[src/hw/rtl/vhtc_pkg.sv]
package vhtc_pkg;

    // section geometry
    localparam int WORLD_HEIGHT   = 256;
    localparam int SECTION_HEIGHT = 16;
    localparam int SECTION_WIDTH  = 16;
    localparam int PLANE_TILES    = SECTION_WIDTH * SECTION_WIDTH;

    // field widths
    localparam int TILE_W    = 8;
    localparam int POS_W     = 4;
    localparam int REG_W     = 8;
    localparam int CFG_IDX_W = 2;

    // derived widths
    localparam int X_W     = $clog2(SECTION_WIDTH);
    localparam int COL_W   = $clog2(PLANE_TILES);
    localparam int PLANE_W = $clog2(SECTION_HEIGHT + 3);
    localparam int HGT_W   = $clog2(WORLD_HEIGHT + (1 << REG_W) + SECTION_HEIGHT);

    // stencil window over the previous plane: col-width .. col+width
    localparam int WIN_LEN = 2 * SECTION_WIDTH + 1;

    // front to back queue
    localparam int QUEUE_DEPTH = 4;
    localparam int QPTR_W      = $clog2(QUEUE_DEPTH);
    localparam int QCNT_W      = $clog2(QUEUE_DEPTH + 1);

    localparam logic [TILE_W-1:0] TILE_HIDDEN = 8'hff;

    // configuration register indexes
    typedef enum logic [CFG_IDX_W-1:0] {
        REG_SECTION_BASE = 2'd0,
        REG_CULL_KIND_A  = 2'd1,
        REG_CULL_KIND_B  = 2'd2,
        REG_CULL_KIND_C  = 2'd3
    } cfg_reg_t;

    typedef struct packed {
        logic [REG_W-1:0] section_base_height;
        logic [REG_W-1:0] cull_kind_a;
        logic [REG_W-1:0] cull_kind_b;
        logic [REG_W-1:0] cull_kind_c;
    } cfg_t;

    // one classified tile on its way from front to back
    typedef struct packed {
        logic [TILE_W-1:0] tile;
        logic [TILE_W-1:0] ahead_tile;
        logic [X_W-1:0]    x;
        logic [X_W-1:0]    z;
        logic [POS_W-1:0]  y_lo;
        logic [POS_W-1:0]  y_hi;
        logic              start;
        logic              below_plane;
        logic              emit0;
        logic              emit1;
        logic              top_height;
        logic              last0;
        logic              last1;
        logic              empty;
    } entry_t;

    typedef struct packed {
        logic [TILE_W-1:0] tile_out;
        logic [POS_W-1:0]  pos_x;
        logic [POS_W-1:0]  pos_z;
        logic [POS_W-1:0]  pos_y;
        logic              section_empty;
        logic              last;
    } result_t;

    function automatic logic cullable(input logic [TILE_W-1:0] id, input cfg_t cfg);
        return id == cfg.cull_kind_a || id == cfg.cull_kind_b ||
               id == cfg.cull_kind_c || id == TILE_HIDDEN;
    endfunction

endpackage

[src/hw/rtl/vhtc_if.sv]
interface vhtc_in_if;
    logic                        valid;
    logic                        ready;
    logic [vhtc_pkg::TILE_W-1:0] tile_in;
    logic                        section_start;

    modport source (output valid, tile_in, section_start, input ready);
    modport sink   (input valid, tile_in, section_start, output ready);
endinterface

interface vhtc_out_if;
    logic                        valid;
    logic                        ready;
    logic [vhtc_pkg::TILE_W-1:0] tile_out;
    logic [vhtc_pkg::POS_W-1:0]  pos_x;
    logic [vhtc_pkg::POS_W-1:0]  pos_z;
    logic [vhtc_pkg::POS_W-1:0]  pos_y;
    logic                        section_empty;
    logic                        last;

    modport source (output valid, tile_out, pos_x, pos_z, pos_y, section_empty, last,
                    input ready);
    modport sink   (input valid, tile_out, pos_x, pos_z, pos_y, section_empty, last,
                    output ready);
endinterface

[src/hw/rtl/vhtc_ram.sv]
module vhtc_ram #(
    parameter int WIDTH = 8,
    parameter int DEPTH = 256
) (
    input  logic                     clk,
    input  logic                     wr_en,
    input  logic [$clog2(DEPTH)-1:0] wr_addr,
    input  logic [WIDTH-1:0]         wr_data,
    input  logic                     rd_en,
    input  logic [$clog2(DEPTH)-1:0] rd_addr,
    output logic [WIDTH-1:0]         rd_data
);

    logic [WIDTH-1:0] mem [DEPTH];

    // write port
    always_ff @(posedge clk)
    begin
        if (wr_en)
        begin
            mem[wr_addr] <= wr_data;
        end
    end

    // registered read port
    always_ff @(posedge clk)
    begin
        if (rd_en)
        begin
            rd_data <= mem[rd_addr];
        end
    end

endmodule

[src/hw/rtl/vhtc_front.sv]
module vhtc_front (
    input  logic              clk,
    input  logic              rst_n,
    vhtc_in_if.sink           tiles,
    input  vhtc_pkg::cfg_t    cfg,
    output vhtc_pkg::entry_t  ent,
    output logic              ent_valid,
    input  logic              ent_ready
);

    logic [vhtc_pkg::PLANE_W-1:0] plane_reg, plane_next;
    logic [vhtc_pkg::COL_W-1:0]   col_reg, col_next;
    logic [vhtc_pkg::X_W-1:0]     x_reg, x_next;
    logic [vhtc_pkg::X_W-1:0]     z_reg, z_next;
    logic                         any_reg, any_next;
    logic                         f1_v_reg, f1_v_next;
    vhtc_pkg::entry_t             f1_reg, f1_next;

    logic                         start;
    logic [vhtc_pkg::PLANE_W-1:0] s_eff;
    logic [vhtc_pkg::COL_W-1:0]   col_eff;
    logic [vhtc_pkg::X_W-1:0]     x_eff;
    logic [vhtc_pkg::X_W-1:0]     z_eff;
    logic                         any_eff;
    logic                         has_below;
    logic                         has_above;
    logic [vhtc_pkg::PLANE_W-1:0] total;
    logic                         live;
    logic                         below_plane;
    logic [vhtc_pkg::PLANE_W-1:0] p;
    logic [vhtc_pkg::PLANE_W-1:0] py;
    logic                         in_section;
    logic                         last_col;
    logic                         accept;
    logic                         step;
    logic [vhtc_pkg::COL_W:0]     ahead_sum;
    logic [vhtc_pkg::COL_W-1:0]   ahead_addr;
    logic [vhtc_pkg::TILE_W-1:0]  ahead_tile;

    // a section start restarts the counters with this beat
    assign start   = tiles.section_start;
    assign s_eff   = start ? '0 : plane_reg;
    assign col_eff = start ? '0 : col_reg;
    assign x_eff   = start ? '0 : x_reg;
    assign z_eff   = start ? '0 : z_reg;
    assign any_eff = start ? 1'b0 : any_reg;

    // planes below and above the section present in the stream
    assign has_below = cfg.section_base_height != '0;
    assign has_above = (vhtc_pkg::HGT_W'(cfg.section_base_height) +
                        vhtc_pkg::HGT_W'(vhtc_pkg::SECTION_HEIGHT)) <
                       vhtc_pkg::HGT_W'(vhtc_pkg::WORLD_HEIGHT);
    assign total = vhtc_pkg::PLANE_W'(vhtc_pkg::SECTION_HEIGHT) +
                   vhtc_pkg::PLANE_W'(has_below) + vhtc_pkg::PLANE_W'(has_above);
    assign live  = s_eff < total;

    // classify the beat
    assign below_plane = has_below && (s_eff == '0);
    assign p           = s_eff - vhtc_pkg::PLANE_W'(has_below);
    assign py          = p - vhtc_pkg::PLANE_W'(1);
    assign in_section  = !below_plane && (p < vhtc_pkg::PLANE_W'(vhtc_pkg::SECTION_HEIGHT));
    assign last_col    = col_eff == vhtc_pkg::COL_W'(vhtc_pkg::PLANE_TILES - 1);

    assign accept = tiles.valid && tiles.ready;
    assign step   = accept && live;
    assign tiles.ready = !f1_v_reg || ent_ready;

    // read the tile store one row of the plane ahead of the write
    assign ahead_sum  = {1'b0, col_eff} + (vhtc_pkg::COL_W + 1)'(vhtc_pkg::SECTION_WIDTH);
    assign ahead_addr = (ahead_sum >= (vhtc_pkg::COL_W + 1)'(vhtc_pkg::PLANE_TILES)) ?
        vhtc_pkg::COL_W'(ahead_sum - (vhtc_pkg::COL_W + 1)'(vhtc_pkg::PLANE_TILES)) :
        vhtc_pkg::COL_W'(ahead_sum);

    vhtc_ram #(
        .WIDTH (vhtc_pkg::TILE_W),
        .DEPTH (vhtc_pkg::PLANE_TILES)
    ) u_tile_store (
        .clk     (clk),
        .wr_en   (step),
        .wr_addr (col_eff),
        .wr_data (tiles.tile_in),
        .rd_en   (step),
        .rd_addr (ahead_addr),
        .rd_data (ahead_tile)
    );

    // counters and solid flag
    always_comb
    begin
        plane_next = plane_reg;
        col_next   = col_reg;
        x_next     = x_reg;
        z_next     = z_reg;
        any_next   = any_reg;
        if (accept)
        begin
            plane_next = s_eff;
            col_next   = col_eff;
            x_next     = x_eff;
            z_next     = z_eff;
            any_next   = any_eff;
            if (live)
            begin
                any_next = any_eff || (in_section && (tiles.tile_in != '0));
                if (last_col)
                begin
                    col_next   = '0;
                    x_next     = '0;
                    z_next     = '0;
                    plane_next = s_eff + vhtc_pkg::PLANE_W'(1);
                end
                else
                begin
                    col_next = col_eff + vhtc_pkg::COL_W'(1);
                    if (x_eff == vhtc_pkg::X_W'(vhtc_pkg::SECTION_WIDTH - 1))
                    begin
                        x_next = '0;
                        z_next = z_eff + vhtc_pkg::X_W'(1);
                    end
                    else
                    begin
                        x_next = x_eff + vhtc_pkg::X_W'(1);
                    end
                end
            end
        end
    end

    // stage record, aligned with the registered read of the tile store
    always_comb
    begin
        f1_next             = f1_reg;
        f1_next.tile        = tiles.tile_in;
        f1_next.ahead_tile  = '0;
        f1_next.x           = x_eff;
        f1_next.z           = z_eff;
        f1_next.y_lo        = vhtc_pkg::POS_W'(py);
        f1_next.y_hi        = vhtc_pkg::POS_W'(p);
        f1_next.start       = start;
        f1_next.below_plane = below_plane;
        f1_next.emit0       = !below_plane && (p != '0);
        f1_next.emit1       = !below_plane && !has_above &&
                              (p == vhtc_pkg::PLANE_W'(vhtc_pkg::SECTION_HEIGHT - 1));
        f1_next.top_height  = (vhtc_pkg::HGT_W'(cfg.section_base_height) +
                               vhtc_pkg::HGT_W'(py)) ==
                              vhtc_pkg::HGT_W'(vhtc_pkg::WORLD_HEIGHT - 1);
        f1_next.last0       = last_col && (p == vhtc_pkg::PLANE_W'(vhtc_pkg::SECTION_HEIGHT));
        f1_next.last1       = last_col;
        f1_next.empty       = !(any_eff || (in_section && (tiles.tile_in != '0)));
        f1_v_next           = f1_v_reg;
        if (tiles.ready)
        begin
            f1_v_next = step;
        end
    end

    always_ff @(posedge clk or negedge rst_n)
    begin
        if (!rst_n)
        begin
            plane_reg <= '0;
            col_reg   <= '0;
            x_reg     <= '0;
            z_reg     <= '0;
            any_reg   <= 1'b0;
            f1_v_reg  <= 1'b0;
        end
        else
        begin
            plane_reg <= plane_next;
            col_reg   <= col_next;
            x_reg     <= x_next;
            z_reg     <= z_next;
            any_reg   <= any_next;
            f1_v_reg  <= f1_v_next;
        end
    end

    always_ff @(posedge clk)
    begin
        if (step)
        begin
            f1_reg <= f1_next;
        end
    end

    // hand the record and the read-ahead tile to the queue
    always_comb
    begin
        ent            = f1_reg;
        ent.ahead_tile = ahead_tile;
    end
    assign ent_valid = f1_v_reg;

endmodule

[src/hw/rtl/vhtc_queue.sv]
module vhtc_queue (
    input  logic             clk,
    input  logic             rst_n,
    input  vhtc_pkg::entry_t push_data,
    input  logic             push_valid,
    output logic             push_ready,
    output vhtc_pkg::entry_t pop_data,
    output logic             pop_valid,
    input  logic             pop_ready
);

    vhtc_pkg::entry_t            mem [vhtc_pkg::QUEUE_DEPTH];
    logic [vhtc_pkg::QPTR_W-1:0] wr_ptr_reg, wr_ptr_next;
    logic [vhtc_pkg::QPTR_W-1:0] rd_ptr_reg, rd_ptr_next;
    logic [vhtc_pkg::QCNT_W-1:0] count_reg, count_next;
    logic                        push;
    logic                        pop;

    assign push_ready = count_reg != vhtc_pkg::QCNT_W'(vhtc_pkg::QUEUE_DEPTH);
    assign pop_valid  = count_reg != '0;
    assign push       = push_valid && push_ready;
    assign pop        = pop_valid && pop_ready;
    assign pop_data   = mem[rd_ptr_reg];

    // pointer and fill bookkeeping
    always_comb
    begin
        wr_ptr_next = wr_ptr_reg;
        rd_ptr_next = rd_ptr_reg;
        count_next  = count_reg;
        if (push)
        begin
            wr_ptr_next = (wr_ptr_reg == vhtc_pkg::QPTR_W'(vhtc_pkg::QUEUE_DEPTH - 1)) ?
                          '0 : wr_ptr_reg + vhtc_pkg::QPTR_W'(1);
        end
        if (pop)
        begin
            rd_ptr_next = (rd_ptr_reg == vhtc_pkg::QPTR_W'(vhtc_pkg::QUEUE_DEPTH - 1)) ?
                          '0 : rd_ptr_reg + vhtc_pkg::QPTR_W'(1);
        end
        if (push && !pop)
        begin
            count_next = count_reg + vhtc_pkg::QCNT_W'(1);
        end
        else if (pop && !push)
        begin
            count_next = count_reg - vhtc_pkg::QCNT_W'(1);
        end
    end

    always_ff @(posedge clk or negedge rst_n)
    begin
        if (!rst_n)
        begin
            wr_ptr_reg <= '0;
            rd_ptr_reg <= '0;
            count_reg  <= '0;
        end
        else
        begin
            wr_ptr_reg <= wr_ptr_next;
            rd_ptr_reg <= rd_ptr_next;
            count_reg  <= count_next;
        end
    end

    always_ff @(posedge clk)
    begin
        if (push)
        begin
            mem[wr_ptr_reg] <= push_data;
        end
    end

`ifndef SYNTHESIS
    a_count_bound: assert property (@(posedge clk) disable iff (!rst_n)
        count_reg <= vhtc_pkg::QCNT_W'(vhtc_pkg::QUEUE_DEPTH))
        else $error("queue fill count beyond depth");
    a_empty_ptrs: assert property (@(posedge clk) disable iff (!rst_n)
        count_reg == '0 |-> wr_ptr_reg == rd_ptr_reg)
        else $error("empty queue with pointers apart");
    a_full_ptrs: assert property (@(posedge clk) disable iff (!rst_n)
        count_reg == vhtc_pkg::QCNT_W'(vhtc_pkg::QUEUE_DEPTH) |-> wr_ptr_reg == rd_ptr_reg)
        else $error("full queue with pointers apart");
`endif

endmodule

[src/hw/rtl/vhtc_back.sv]
module vhtc_back (
    input  logic             clk,
    input  logic             rst_n,
    input  vhtc_pkg::entry_t ent,
    input  logic             ent_valid,
    output logic             ent_ready,
    input  vhtc_pkg::cfg_t   cfg,
    vhtc_out_if.source       results
);

    localparam int SW = vhtc_pkg::SECTION_WIDTH;

    logic [vhtc_pkg::TILE_W-1:0]      win_reg [vhtc_pkg::WIN_LEN];
    logic [vhtc_pkg::TILE_W-1:0]      win_next [vhtc_pkg::WIN_LEN];
    logic [vhtc_pkg::PLANE_TILES-1:0] below_reg, below_next;
    logic                             s0_v_reg, s0_v_next;
    logic                             s1_v_reg, s1_v_next;
    vhtc_pkg::result_t                s0_reg, s0_next;
    vhtc_pkg::result_t                s1_reg, s1_next;

    logic                             pop;
    logic                             out_fire;
    logic                             below_old;
    logic [vhtc_pkg::TILE_W-1:0]      center;
    logic                             interior;
    logic                             hidden;
    logic                             below_bit;
    vhtc_pkg::result_t                r0;
    vhtc_pkg::result_t                r1;

    // take an entry once both result slots are free after this cycle
    assign out_fire  = results.valid && results.ready;
    assign ent_ready = !s1_v_reg && (!s0_v_reg || results.ready);
    assign pop       = ent_valid && ent_ready;

    // window over the previous plane, newest tile one row ahead of the center
    always_comb
    begin
        win_next[0] = ent.ahead_tile;
        for (int i = 1; i < vhtc_pkg::WIN_LEN; i++)
        begin
            win_next[i] = win_reg[i-1];
        end
    end

    assign center    = win_next[SW];
    assign below_old = ent.start ? 1'b1 : below_reg[vhtc_pkg::PLANE_TILES-1];
    assign interior  = (ent.x != '0) && (ent.x != vhtc_pkg::X_W'(SW - 1)) &&
                       (ent.z != '0) && (ent.z != vhtc_pkg::X_W'(SW - 1));

    // six-neighbor enclosure test
    assign hidden = ent.emit0 && interior && !ent.top_height && below_old &&
                    vhtc_pkg::cullable(center, cfg) &&
                    vhtc_pkg::cullable(win_next[SW-1], cfg) &&
                    vhtc_pkg::cullable(win_next[SW+1], cfg) &&
                    vhtc_pkg::cullable(win_next[0], cfg) &&
                    vhtc_pkg::cullable(win_next[2*SW], cfg) &&
                    vhtc_pkg::cullable(ent.tile, cfg);

    // cullable mask of the plane below, one bit per column
    always_comb
    begin
        if (ent.below_plane)
        begin
            below_bit = vhtc_pkg::cullable(ent.tile, cfg);
        end
        else if (ent.emit0)
        begin
            below_bit = vhtc_pkg::cullable(center, cfg);
        end
        else
        begin
            below_bit = below_old;
        end
        if (ent.start)
        begin
            below_next = {{(vhtc_pkg::PLANE_TILES-1){1'b1}}, below_bit};
        end
        else
        begin
            below_next = {below_reg[vhtc_pkg::PLANE_TILES-2:0], below_bit};
        end
    end

    // result of the plane below this beat and of the top plane itself
    always_comb
    begin
        r0.tile_out      = hidden ? vhtc_pkg::TILE_HIDDEN : center;
        r0.pos_x         = vhtc_pkg::POS_W'(ent.x);
        r0.pos_z         = vhtc_pkg::POS_W'(ent.z);
        r0.pos_y         = ent.y_lo;
        r0.section_empty = ent.last0 && ent.empty;
        r0.last          = ent.last0;
        r1.tile_out      = ent.tile;
        r1.pos_x         = vhtc_pkg::POS_W'(ent.x);
        r1.pos_z         = vhtc_pkg::POS_W'(ent.z);
        r1.pos_y         = ent.y_hi;
        r1.section_empty = ent.last1 && ent.empty;
        r1.last          = ent.last1;
    end

    // two-slot output register
    always_comb
    begin
        s0_v_next = s0_v_reg;
        s1_v_next = s1_v_reg;
        s0_next   = s0_reg;
        s1_next   = s1_reg;
        if (out_fire)
        begin
            s0_v_next = s1_v_reg;
            s0_next   = s1_reg;
            s1_v_next = 1'b0;
        end
        if (pop)
        begin
            if (ent.emit0)
            begin
                s0_next   = r0;
                s0_v_next = 1'b1;
                s1_next   = r1;
                s1_v_next = ent.emit1;
            end
            else
            begin
                s0_next   = r1;
                s0_v_next = ent.emit1;
                s1_v_next = 1'b0;
            end
        end
    end

    always_ff @(posedge clk or negedge rst_n)
    begin
        if (!rst_n)
        begin
            s0_v_reg  <= 1'b0;
            s1_v_reg  <= 1'b0;
            below_reg <= '1;
        end
        else
        begin
            s0_v_reg <= s0_v_next;
            s1_v_reg <= s1_v_next;
            if (pop)
            begin
                below_reg <= below_next;
            end
        end
    end

    always_ff @(posedge clk)
    begin
        s0_reg <= s0_next;
        s1_reg <= s1_next;
        if (pop)
        begin
            for (int i = 0; i < vhtc_pkg::WIN_LEN; i++)
            begin
                win_reg[i] <= win_next[i];
            end
        end
    end

    assign results.valid         = s0_v_reg;
    assign results.tile_out      = s0_reg.tile_out;
    assign results.pos_x         = s0_reg.pos_x;
    assign results.pos_z         = s0_reg.pos_z;
    assign results.pos_y         = s0_reg.pos_y;
    assign results.section_empty = s0_reg.section_empty;
    assign results.last          = s0_reg.last;

`ifndef SYNTHESIS
    a_slot_order: assert property (@(posedge clk) disable iff (!rst_n)
        s1_v_reg |-> s0_v_reg)
        else $error("second result slot filled ahead of the first");
    a_last_corner: assert property (@(posedge clk) disable iff (!rst_n)
        results.valid && results.last |->
        results.pos_x == vhtc_pkg::POS_W'(SW - 1) && results.pos_z == vhtc_pkg::POS_W'(SW - 1))
        else $error("last result away from the far corner");
    a_empty_on_last: assert property (@(posedge clk) disable iff (!rst_n)
        results.valid && results.section_empty |-> results.last)
        else $error("empty flag on a result that is not last");
    a_border_kept: assert property (@(posedge clk) disable iff (!rst_n)
        pop && (ent.x == '0 || ent.z == '0) |-> !hidden)
        else $error("border tile hidden");
`endif

endmodule

[src/hw/rtl/voxel_hidden_tile_cull.sv]
// Hidden tile cull for one 16x16x16 voxel section. Tile ids arrive on tiles one
// beat per cycle while ready is high, x fastest then z then plane, starting with
// the plane below the section when the section base is above the floor and ending
// with the plane above when one exists; section_start on a beat restarts the
// stream. Each section tile comes out on results one plane late (the top plane
// at once if none is above), as 255 when it and its six neighbors are all cullable,
// else unchanged, with its position; section_empty and last ride on the final
// beat. The block takes one tile and gives one result per cycle while results
// is ready, so it runs at one tile per cycle except on the top plane of a section
// with no plane above, where each tile yields two results and the single result
// port holds the stream back. Tiles pass through the front stage, the queue and
// the output register. The previous plane lives in a 256x8 RAM read one row ahead
// of the write into a 33-tile window; cullability of the plane below is a 256-bit
// mask set to all ones on reset and on section start, so no clearing pass is
// needed. Configuration is written through cfg_wr_en, cfg_index and cfg_data
// and must only change while no results are pending.
module voxel_hidden_tile_cull (
    input  logic                           clk,
    input  logic                           rst_n,
    vhtc_in_if.sink                        tiles,
    vhtc_out_if.source                     results,
    input  logic                           cfg_wr_en,
    input  logic [vhtc_pkg::CFG_IDX_W-1:0] cfg_index,
    input  logic [vhtc_pkg::REG_W-1:0]     cfg_data
);

    vhtc_pkg::cfg_t   cfg_reg, cfg_next;
    vhtc_pkg::entry_t front_ent;
    logic             front_valid;
    logic             front_ready;
    vhtc_pkg::entry_t back_ent;
    logic             back_valid;
    logic             back_ready;

    // configuration registers
    always_comb
    begin
        cfg_next = cfg_reg;
        if (cfg_wr_en)
        begin
            case (vhtc_pkg::cfg_reg_t'(cfg_index))
                vhtc_pkg::REG_SECTION_BASE: cfg_next.section_base_height = cfg_data;
                vhtc_pkg::REG_CULL_KIND_A:  cfg_next.cull_kind_a = cfg_data;
                vhtc_pkg::REG_CULL_KIND_B:  cfg_next.cull_kind_b = cfg_data;
                vhtc_pkg::REG_CULL_KIND_C:  cfg_next.cull_kind_c = cfg_data;
                default:                    cfg_next = cfg_reg;
            endcase
        end
    end

    always_ff @(posedge clk or negedge rst_n)
    begin
        if (!rst_n)
        begin
            cfg_reg.section_base_height <= vhtc_pkg::REG_W'(0);
            cfg_reg.cull_kind_a         <= vhtc_pkg::REG_W'(1);
            cfg_reg.cull_kind_b         <= vhtc_pkg::REG_W'(3);
            cfg_reg.cull_kind_c         <= vhtc_pkg::REG_W'(7);
        end
        else
        begin
            cfg_reg <= cfg_next;
        end
    end

    // classify and buffer the incoming tiles
    vhtc_front u_front (
        .clk       (clk),
        .rst_n     (rst_n),
        .tiles     (tiles),
        .cfg       (cfg_reg),
        .ent       (front_ent),
        .ent_valid (front_valid),
        .ent_ready (front_ready)
    );

    vhtc_queue u_queue (
        .clk        (clk),
        .rst_n      (rst_n),
        .push_data  (front_ent),
        .push_valid (front_valid),
        .push_ready (front_ready),
        .pop_data   (back_ent),
        .pop_valid  (back_valid),
        .pop_ready  (back_ready)
    );

    // stencil test and result delivery
    vhtc_back u_back (
        .clk       (clk),
        .rst_n     (rst_n),
        .ent       (back_ent),
        .ent_valid (back_valid),
        .ent_ready (back_ready),
        .cfg       (cfg_reg),
        .results   (results)
    );

endmodule

[src/flat_wrapper.sv]
// flat-port wrapper written by rule: the top's interface ports become plain ports
module voxel_hidden_tile_cull_flat 
  (clk, rst_n, cfg_wr_en, cfg_index, cfg_data, tiles_valid, tiles_tile_in, tiles_section_start, tiles_ready, results_valid, results_tile_out, results_pos_x, results_pos_z, results_pos_y, results_section_empty, results_last, results_ready);
  vhtc_in_if tiles_i ();
  vhtc_out_if results_i ();
  input  logic clk;
  input  logic rst_n;
  input  logic cfg_wr_en;
  input  logic [vhtc_pkg::CFG_IDX_W-1:0] cfg_index;
  input  logic [vhtc_pkg::REG_W-1:0] cfg_data;
  input wire logic [$bits(tiles_i.valid)-1:0] tiles_valid;
  input wire logic [$bits(tiles_i.tile_in)-1:0] tiles_tile_in;
  input wire logic [$bits(tiles_i.section_start)-1:0] tiles_section_start;
  output wire logic [$bits(tiles_i.ready)-1:0] tiles_ready;
  output wire logic [$bits(results_i.valid)-1:0] results_valid;
  output wire logic [$bits(results_i.tile_out)-1:0] results_tile_out;
  output wire logic [$bits(results_i.pos_x)-1:0] results_pos_x;
  output wire logic [$bits(results_i.pos_z)-1:0] results_pos_z;
  output wire logic [$bits(results_i.pos_y)-1:0] results_pos_y;
  output wire logic [$bits(results_i.section_empty)-1:0] results_section_empty;
  output wire logic [$bits(results_i.last)-1:0] results_last;
  input wire logic [$bits(results_i.ready)-1:0] results_ready;
  assign tiles_i.valid = tiles_valid;
  assign tiles_i.tile_in = tiles_tile_in;
  assign tiles_i.section_start = tiles_section_start;
  assign tiles_ready = tiles_i.ready;
  assign results_valid = results_i.valid;
  assign results_tile_out = results_i.tile_out;
  assign results_pos_x = results_i.pos_x;
  assign results_pos_z = results_i.pos_z;
  assign results_pos_y = results_i.pos_y;
  assign results_section_empty = results_i.section_empty;
  assign results_last = results_i.last;
  assign results_i.ready = results_ready;
  voxel_hidden_tile_cull u_core (.clk(clk), .rst_n(rst_n), .tiles(tiles_i), .results(results_i), .cfg_wr_en(cfg_wr_en), .cfg_index(cfg_index), .cfg_data(cfg_data));
endmodule
[config.mk]
export PLATFORM = sky130hd
export DESIGN_NAME = voxel_hidden_tile_cull_flat
export DESIGN_NICKNAME = d
export VERILOG_FILES = /design/src/hw/rtl/vhtc_pkg.sv /design/src/hw/rtl/vhtc_if.sv /design/src/hw/rtl/vhtc_ram.sv /design/src/hw/rtl/vhtc_front.sv /design/src/hw/rtl/vhtc_queue.sv /design/src/hw/rtl/vhtc_back.sv /design/src/hw/rtl/voxel_hidden_tile_cull.sv /design/src/flat_wrapper.sv
export SDC_FILE = /design/constraint.sdc
export NUM_CORES = 2
export LEC_CHECK = 0
export BUFFER_PORTS_ARGS = -buffer_cell sky130_fd_sc_hd__buf_2
export CELL_PAD_IN_SITES_DETAIL_PLACEMENT = 1
export CELL_PAD_IN_SITES_GLOBAL_PLACEMENT = 1
export CORE_UTILIZATION = 58
export DETAILED_ROUTE_END_ITERATION = 16
export GPL_ROUTABILITY_DRIVEN = 0
export PLACE_DENSITY_LB_ADDON = 0.15
export SLEW_MARGIN = 30
export SYNTH_ARGS = -nofsm -noshare
export SYNTH_HDL_FRONTEND = slang
export SYNTH_SLANG_ARGS = --single-unit
[constraint.sdc]
create_clock -name clk -period 18.52 [get_ports clk]
set_clock_uncertainty 0.1 [all_clocks]
set_input_delay 1.852 -clock clk [delete_from_list [all_inputs] [get_ports clk]]
set_output_delay 1.852 -clock clk [all_outputs]
set_load 0.02 [all_outputs]
* Word level (Yosys, flattened, before mapping)
Memories as Yosys holds them, arrays and structs flattened. A register that Yosys moved wholly into a read port is not among the register bits.
Cells that the tools add are included.
** Storage, ports and cells
- Bits in registers :: 396
- Bits in latches :: 0
- Memory bits (writable) :: 2472
- Memory bits (read-only) :: 0
- Output and inout port bits :: 24
- Memories :: 3
** Memory list
- u_core.u_front.u_tile_store.mem :: depth 256, bits a word 8, rd ports 1, clocked after memory_dff 1, write ports 1, line vhtc_ram.sv:14 : logic [WIDTH-1:0] mem [DEPTH];
- u_core.u_back.win_reg :: depth 33, bits a word 8, rd ports 32, clocked after memory_dff 0, write ports 33, line vhtc_back.sv:13 : logic [vhtc_pkg::TILE_W-1:0] win_reg [vhtc_pkg::WIN_LEN];
- u_core.u_queue.mem :: depth 4, bits a word 40, rd ports 1, clocked after memory_dff 0, write ports 1, line vhtc_queue.sv:12 : vhtc_pkg::entry_t mem [vhtc_pkg::QUEUE_DEPTH];
** Cells by class
- $add $sub $neg :: 16
- Multiply operators :: 0
- Divide/modulo/power cells :: 0
- Magnitude comparators :: 4
- Equal/unequal tests :: 37
- Shifts and indexed selects :: 0
- Multiplexer cells :: 41
- Bitwise operators :: 0
- Reduce and logical (&&, ||, !) cells :: 74
** Operators by type and width (count)
- 256-bit 2-to-1 mux :: 1
- 8-bit equality test :: 18
- 22-bit 2-to-1 mux :: 3
- 8-bit equality test (second input constant) :: 7
- 8-bit 2-to-1 mux :: 5
- 4-bit 2-to-1 mux :: 8
- 1-bit logical AND :: 29
- 1-bit logical OR :: 21
- 8-bit by 5-bit adder with 9-bit output (second input constant) :: 2
- 1-bit 2-to-1 mux :: 17
- 8-bit nonzero test :: 2
- 5-bit 2-to-1 mux :: 3
- 2-bit AND reduction :: 5
- 8-bit by 5-bit adder with 9-bit output :: 1
- 9-bit by 8-bit equality test with 1-bit output (second input constant) :: 1
- 9-bit >= comparator (second input constant) :: 1
- 1-bit logical NOT :: 9
- 9-bit less-than comparator (second input constant) :: 1
- 4-bit by 1-bit adder with 4-bit output (second input constant) :: 2
- 8-bit by 1-bit adder with 8-bit output (second input constant) :: 1
- 2-bit equality test (second input constant) :: 4
- 4-bit != test (second input constant) :: 2
- 4-bit nonzero test :: 2
- 8-bit by 1-bit subtractor with 8-bit output (second input constant) :: 1
- other kinds (22) :: 26

* Depth between registers and ports, before layout
An unclocked memory read counts as a cell.
- Depth in word-level cells :: 17
- Mapped depth :: 16
- Depth with buffers taken out :: 12

* By module
A second synthesis with hierarchy kept.
** Unflattened totals
- Cells, all modules :: 6070
- Area, all modules :: 111842.3 um^2
** Modules (own cells, without submodules)
- vhtc_ram :: times used 1, cells an instance 3733, area each 79636.4 um^2
- vhtc_back :: times used 1, cells an instance 1771, area each 21929.8 um^2
- vhtc_queue :: times used 1, cells an instance 246, area each 6204.7 um^2
- vhtc_front :: times used 1, cells an instance 252, area each 2851.5 um^2
- voxel_hidden_tile_cull :: times used 1, cells an instance 68, area each 1219.9 um^2

* Least setup slack after synthesis
No wires, ideal clock.
- Path kind :: input port to flip-flop
- Start point :: input port results_ready
- End point :: memory u_core.u_back.win_reg[0][0] (netlist bit) (enable)
- Setup time :: 719 ps
- Data arrival time :: 9533 ps
- Required time :: 17701 ps
- Path slack :: 8168 ps
- Cell stages on the path :: 5
- Cells stage by stage :: inv_1 -> a21o_1 -> clkinv_1 -> clkbuf_1 -> buf_1
** RTL lines
- start, declared :: line flat_wrapper.sv:22 : input wire logic [$bits(results_i.ready)-1:0] results_ready;
- end, declared :: line vhtc_back.sv:13

* Final worst setup path
- Start point :: input port tiles_section_start
- End point :: register u_core.u_front.u_tile_store.rd_data[7], read port of u_core.u_front.u_tile_store.mem (data pin)
** Between the ends
- Longest elaborated chain between the ends :: 4
- Elaborated cells between the ends (all ways) :: 8
- Classes of those cells :: add/sub (2); order compare (2); mux (3); reduce/logical (1)
** Ends and longest elaborated chain
- start, declared :: line flat_wrapper.sv:13 : input wire logic [$bits(tiles_i.section_start)-1:0] tiles_section_start;
- 8-bit 2-to-1 mux :: line vhtc_front.sv:43 : assign col_eff = start ? '0 : col_reg;
- 8-bit by 5-bit adder with 9-bit output :: line vhtc_front.sv:69 : assign ahead_sum = {1'b0, col_eff} + (vhtc_pkg::COL_W + 1)'(vhtc_pkg::SECTION_WIDTH);
- 8-bit by 1-bit subtractor with 8-bit output / 9-bit >= comparator (equally long branches) :: line vhtc_front.sv:71, vhtc_front.sv:70
- 8-bit 2-to-1 mux :: line vhtc_front.sv:70 : assign ahead_addr = (ahead_sum >= (vhtc_pkg::COL_W + 1)'(vhtc_pkg::PLANE_TILES)) ?
- end, declared :: line vhtc_ram.sv:11 : output logic [WIDTH-1:0] rd_data
Several ways; a longest one is shown, not always the timed one.
A chain may end at the register's enable or synchronous reset.

==> flow_summary.json <==
{
  "ff2ff_path_depth": 11,
  "status": "completed",
  "vdd_drop_max_v": 0.000120,
  "fin_tns_setup_ns": 0,
  "crit_slowest_cell": "buf_4",
  "hold_path_depth": 0,
  "hold_path_class": "flop to flop",
  "cp_max_fo": 76,
  "htree_levels": 5,
  "die-area_um2": 196000,
  "wl_per_cell_um": 32.5,
  "grt_pass1_vias": 70300,
  "grt-ovfl-total": 0,
  "wl_mm": 333,
  "core.rowCount": 161,
  "tightest_slew_ns": 1.20,
  "synth_area_leaders": "edfxtp_1, dfstp_2, nand2_1",
  "cts-resized-gates": 0,
  "die_w_um": 443,
  "avgSynthCellArea_um2": 15.0,
  "io_pins": 48,
  "synth_top_area_share_pct": 67.8,
  "hold_viol": 0,
  "drc_errors": 0,
  "drive_gt1_share_pct": 13.3,
  "slowest_delay_ns": 0.88,
  "largest_register_ffs": 2048,
  "ys_async_sr_fraction_pct": 11.2,
  "yosys.cell_types.count": 69,
  "dr.pass1.iters": 6,
  "core_area_um2": 193000,
  "slew_violations": 0,
  "synth_edf_count": 2548,
  "slew_headroom_pct": 20.0,
  "setup_viol": 0,
  "syn2layout_area_growth_pct": 10.8,
  "grt_antenna_before_repair": 9,
  "clk_path_buf_depth": 4,
  "min_period_ns": 7.14,
  "ys_seq_area_share_pct": 75.2,
  "clk_latency_ns": 0.94,
  "cts.sinks": 2868,
  "nNetsFinal": 7546,
  "place_ws_ns": 10.59,
  "ys.flop_type": "edfxtp_1",
  "crit_buf_inv": 6,
  "clkTransAtPathRegs_ns": 0.06,
  "rrSetupSlack_ns": 12.26,
  "grt_pass1_wl_mm": 485,
  "die_h_um": 443,
  "syn_area_um2": 113000,
  "drtAntennaViolNets": 0,
  "drt_iter0_drc": 8684,
  "critPathCaptureType": "flop",
  "critPathKind": "input pin to flop",
  "setup_ws_ns": 11.38,
  "reg2reg_to": "u_core.u_front.u_tile_store.rd_data[7]$_DFFE_PP_",
  "cts_made_buffers": 307,
  "path_common_cell": "buf_4",
  "syn_nets": 7589,
  "cts_tree": "built",
  "hold_start": "u_core.u_back.win_reg[0][150]$_DFFE_PP_",
  "fmax_mhz": 140,
  "root_buffer": "clkbuf_16",
  "vias_per_cell": 6.69,
  "synthTopCellsByCount": "edfxtp_1, nand2_1, nor2_1",
  "r2r-start": "u_core.u_front.col_reg[1]$_DFFE_PN0P_",
  "post-synth-top-count-cell": "edfxtp_1",
  "cap_viol_max_count": 0,
  "cp.required_ns": 19.12,
  "crit_chain": "buf_2, buf_4, nand2b_4, buf_4, buf_4, buf_4, buf_4, nand3_1, a32o_1, nor4_1, o32a_1, nand4_1, o31a_1",
  "postCtsSetupBuffers": 0,
  "synth_cells": 7534,
  "grt_usage_pct": 33.7,
  "min_to": "u_core.u_back.win_reg[0][158]$_DFFE_PP_",
  "crit_family": "buffers and inverters",
  "startpoint_type": "input pin",
  "ctsHoldBuffers": 0,
  "ys_ff_latch": 2868,
  "start_util_pct": 58.5,
  "vias": 68500,
  "synth_top_area_cell": "edfxtp_1",
  "cp.arrival_ns": 7.75,
  "grt_start_max_net_pins": 204,
  "yosys_warnings": 0,
  "rsz0062_at_grt": "no",
  "place_hpwl_mm": 192,
  "port_buffers": 47,
  "p_leak_uw": 0.0410,
  "pwr_density_cell_nw_per_um2": 135,
  "final.period_utilization_pct": 38.6
}
-- cells in the final DEF (no fill, tap or decap), drive strengths merged, types with 106 or more instances in the layout --
cell type / n
o22a: 256
nand3: 292
nand2: 1284
clkbuf: 399
mux2i: 233
nor2: 311
edfxtp: 2548
a311oi: 220
buf: 175
nor2b: 271
a211oi: 267
dfstp: 262
clkinv: 106
a31oi: 227
-- metrics by stage --
| stage | power (uW) | std cells | utilization (%) | cell area, um2 | hold slack (ns) |
|---|---|---|---|---|---|
| 2_1_floorplan | 10000 | 7534 | - | 113000 | 0.300 |
| 3_3_place_gp | 10900 | 9703 | 59.8 | 115000 | 0.301 |
| 3_5_place_dp | 11000 | 9705 | 59.8 | 115000 | 0.305 |
| 4_1_cts | 17000 | 10200 | 64.8 | 125000 | 0.306 |
| 5_1_grt | 17400 | 10200 | 64.8 | 125000 | 0.315 |
| 6_report | 16900 | 10200 | 64.8 | 125000 | 0.311 |
-- per-layer routing --
layer	vias to the layer above	part of all wire [%]	wire, um	global-route usage, %
met1	35200	38	126000	44.5
met3	909	9.4	31400	7.33
met2	3762	47	158000	53.1
met5	-	0.046	153	0
met4	10	5.4	18100	17.4
li1	28600	-	-	-
-- cell type report --
cell class,instances,area (um2)
clock inverters,137,1280
flip-flops and latches,2868,84900
clock buffers,391,8230
multi-input cells,4100,25900
fillers,17000,67900
repair buffers,183,1550
inverters,31,139
diodes,4,10.0
well taps,2526,3160
-- how the worst max path moves through the flow --
stage / start / endpoint / slack, ns / cells past startpoint
after global placement: tiles_section_start / u_core.u_front.u_tile_store.rd_data[7]$_DFFE_PP_ / 10.72 / 13
after CTS: tiles_section_start / u_core.u_front.u_tile_store.rd_data[7]$_DFFE_PP_ / 11.56 / 13
after detailed placement: tiles_section_start / u_core.u_front.u_tile_store.rd_data[7]$_DFFE_PP_ / 10.59 / 13
final: tiles_section_start / u_core.u_front.u_tile_store.rd_data[7]$_DFFE_PP_ / 11.38 / 13
after floorplan: results_ready / u_core.u_back.win_reg[0][0]$_DFFE_PP_ / 8.17 / 5
after global routing: tiles_section_start / u_core.u_front.u_tile_store.rd_data[7]$_DFFE_PP_ / 11.28 / 13
-- cell families after synthesis --
logic type	synth area share (%)
flops	75.2
buf+inv	2.22
mux	3.78
fa+ha+maj	0.357
simple gates	8.97
xor+xnor	1.28
compound gates	8.23
-- power by group --
part / internal (uW) / switching (uW)
combinational: 840 / 2090
clock: 3480 / 2480
sequential: 7740 / 317
total: 12100 / 4890
-- worst register-to-register path, delay by kind of cell, from the launching register on --
kind                   cells  cell delay [ns]
buffers and inverters      4             3.14
AOI/OAI and AO/OA          3             0.83
DFF                        1             0.62
and+or+nand+nor            4             1.34
(Power assumes the default switching activity.)
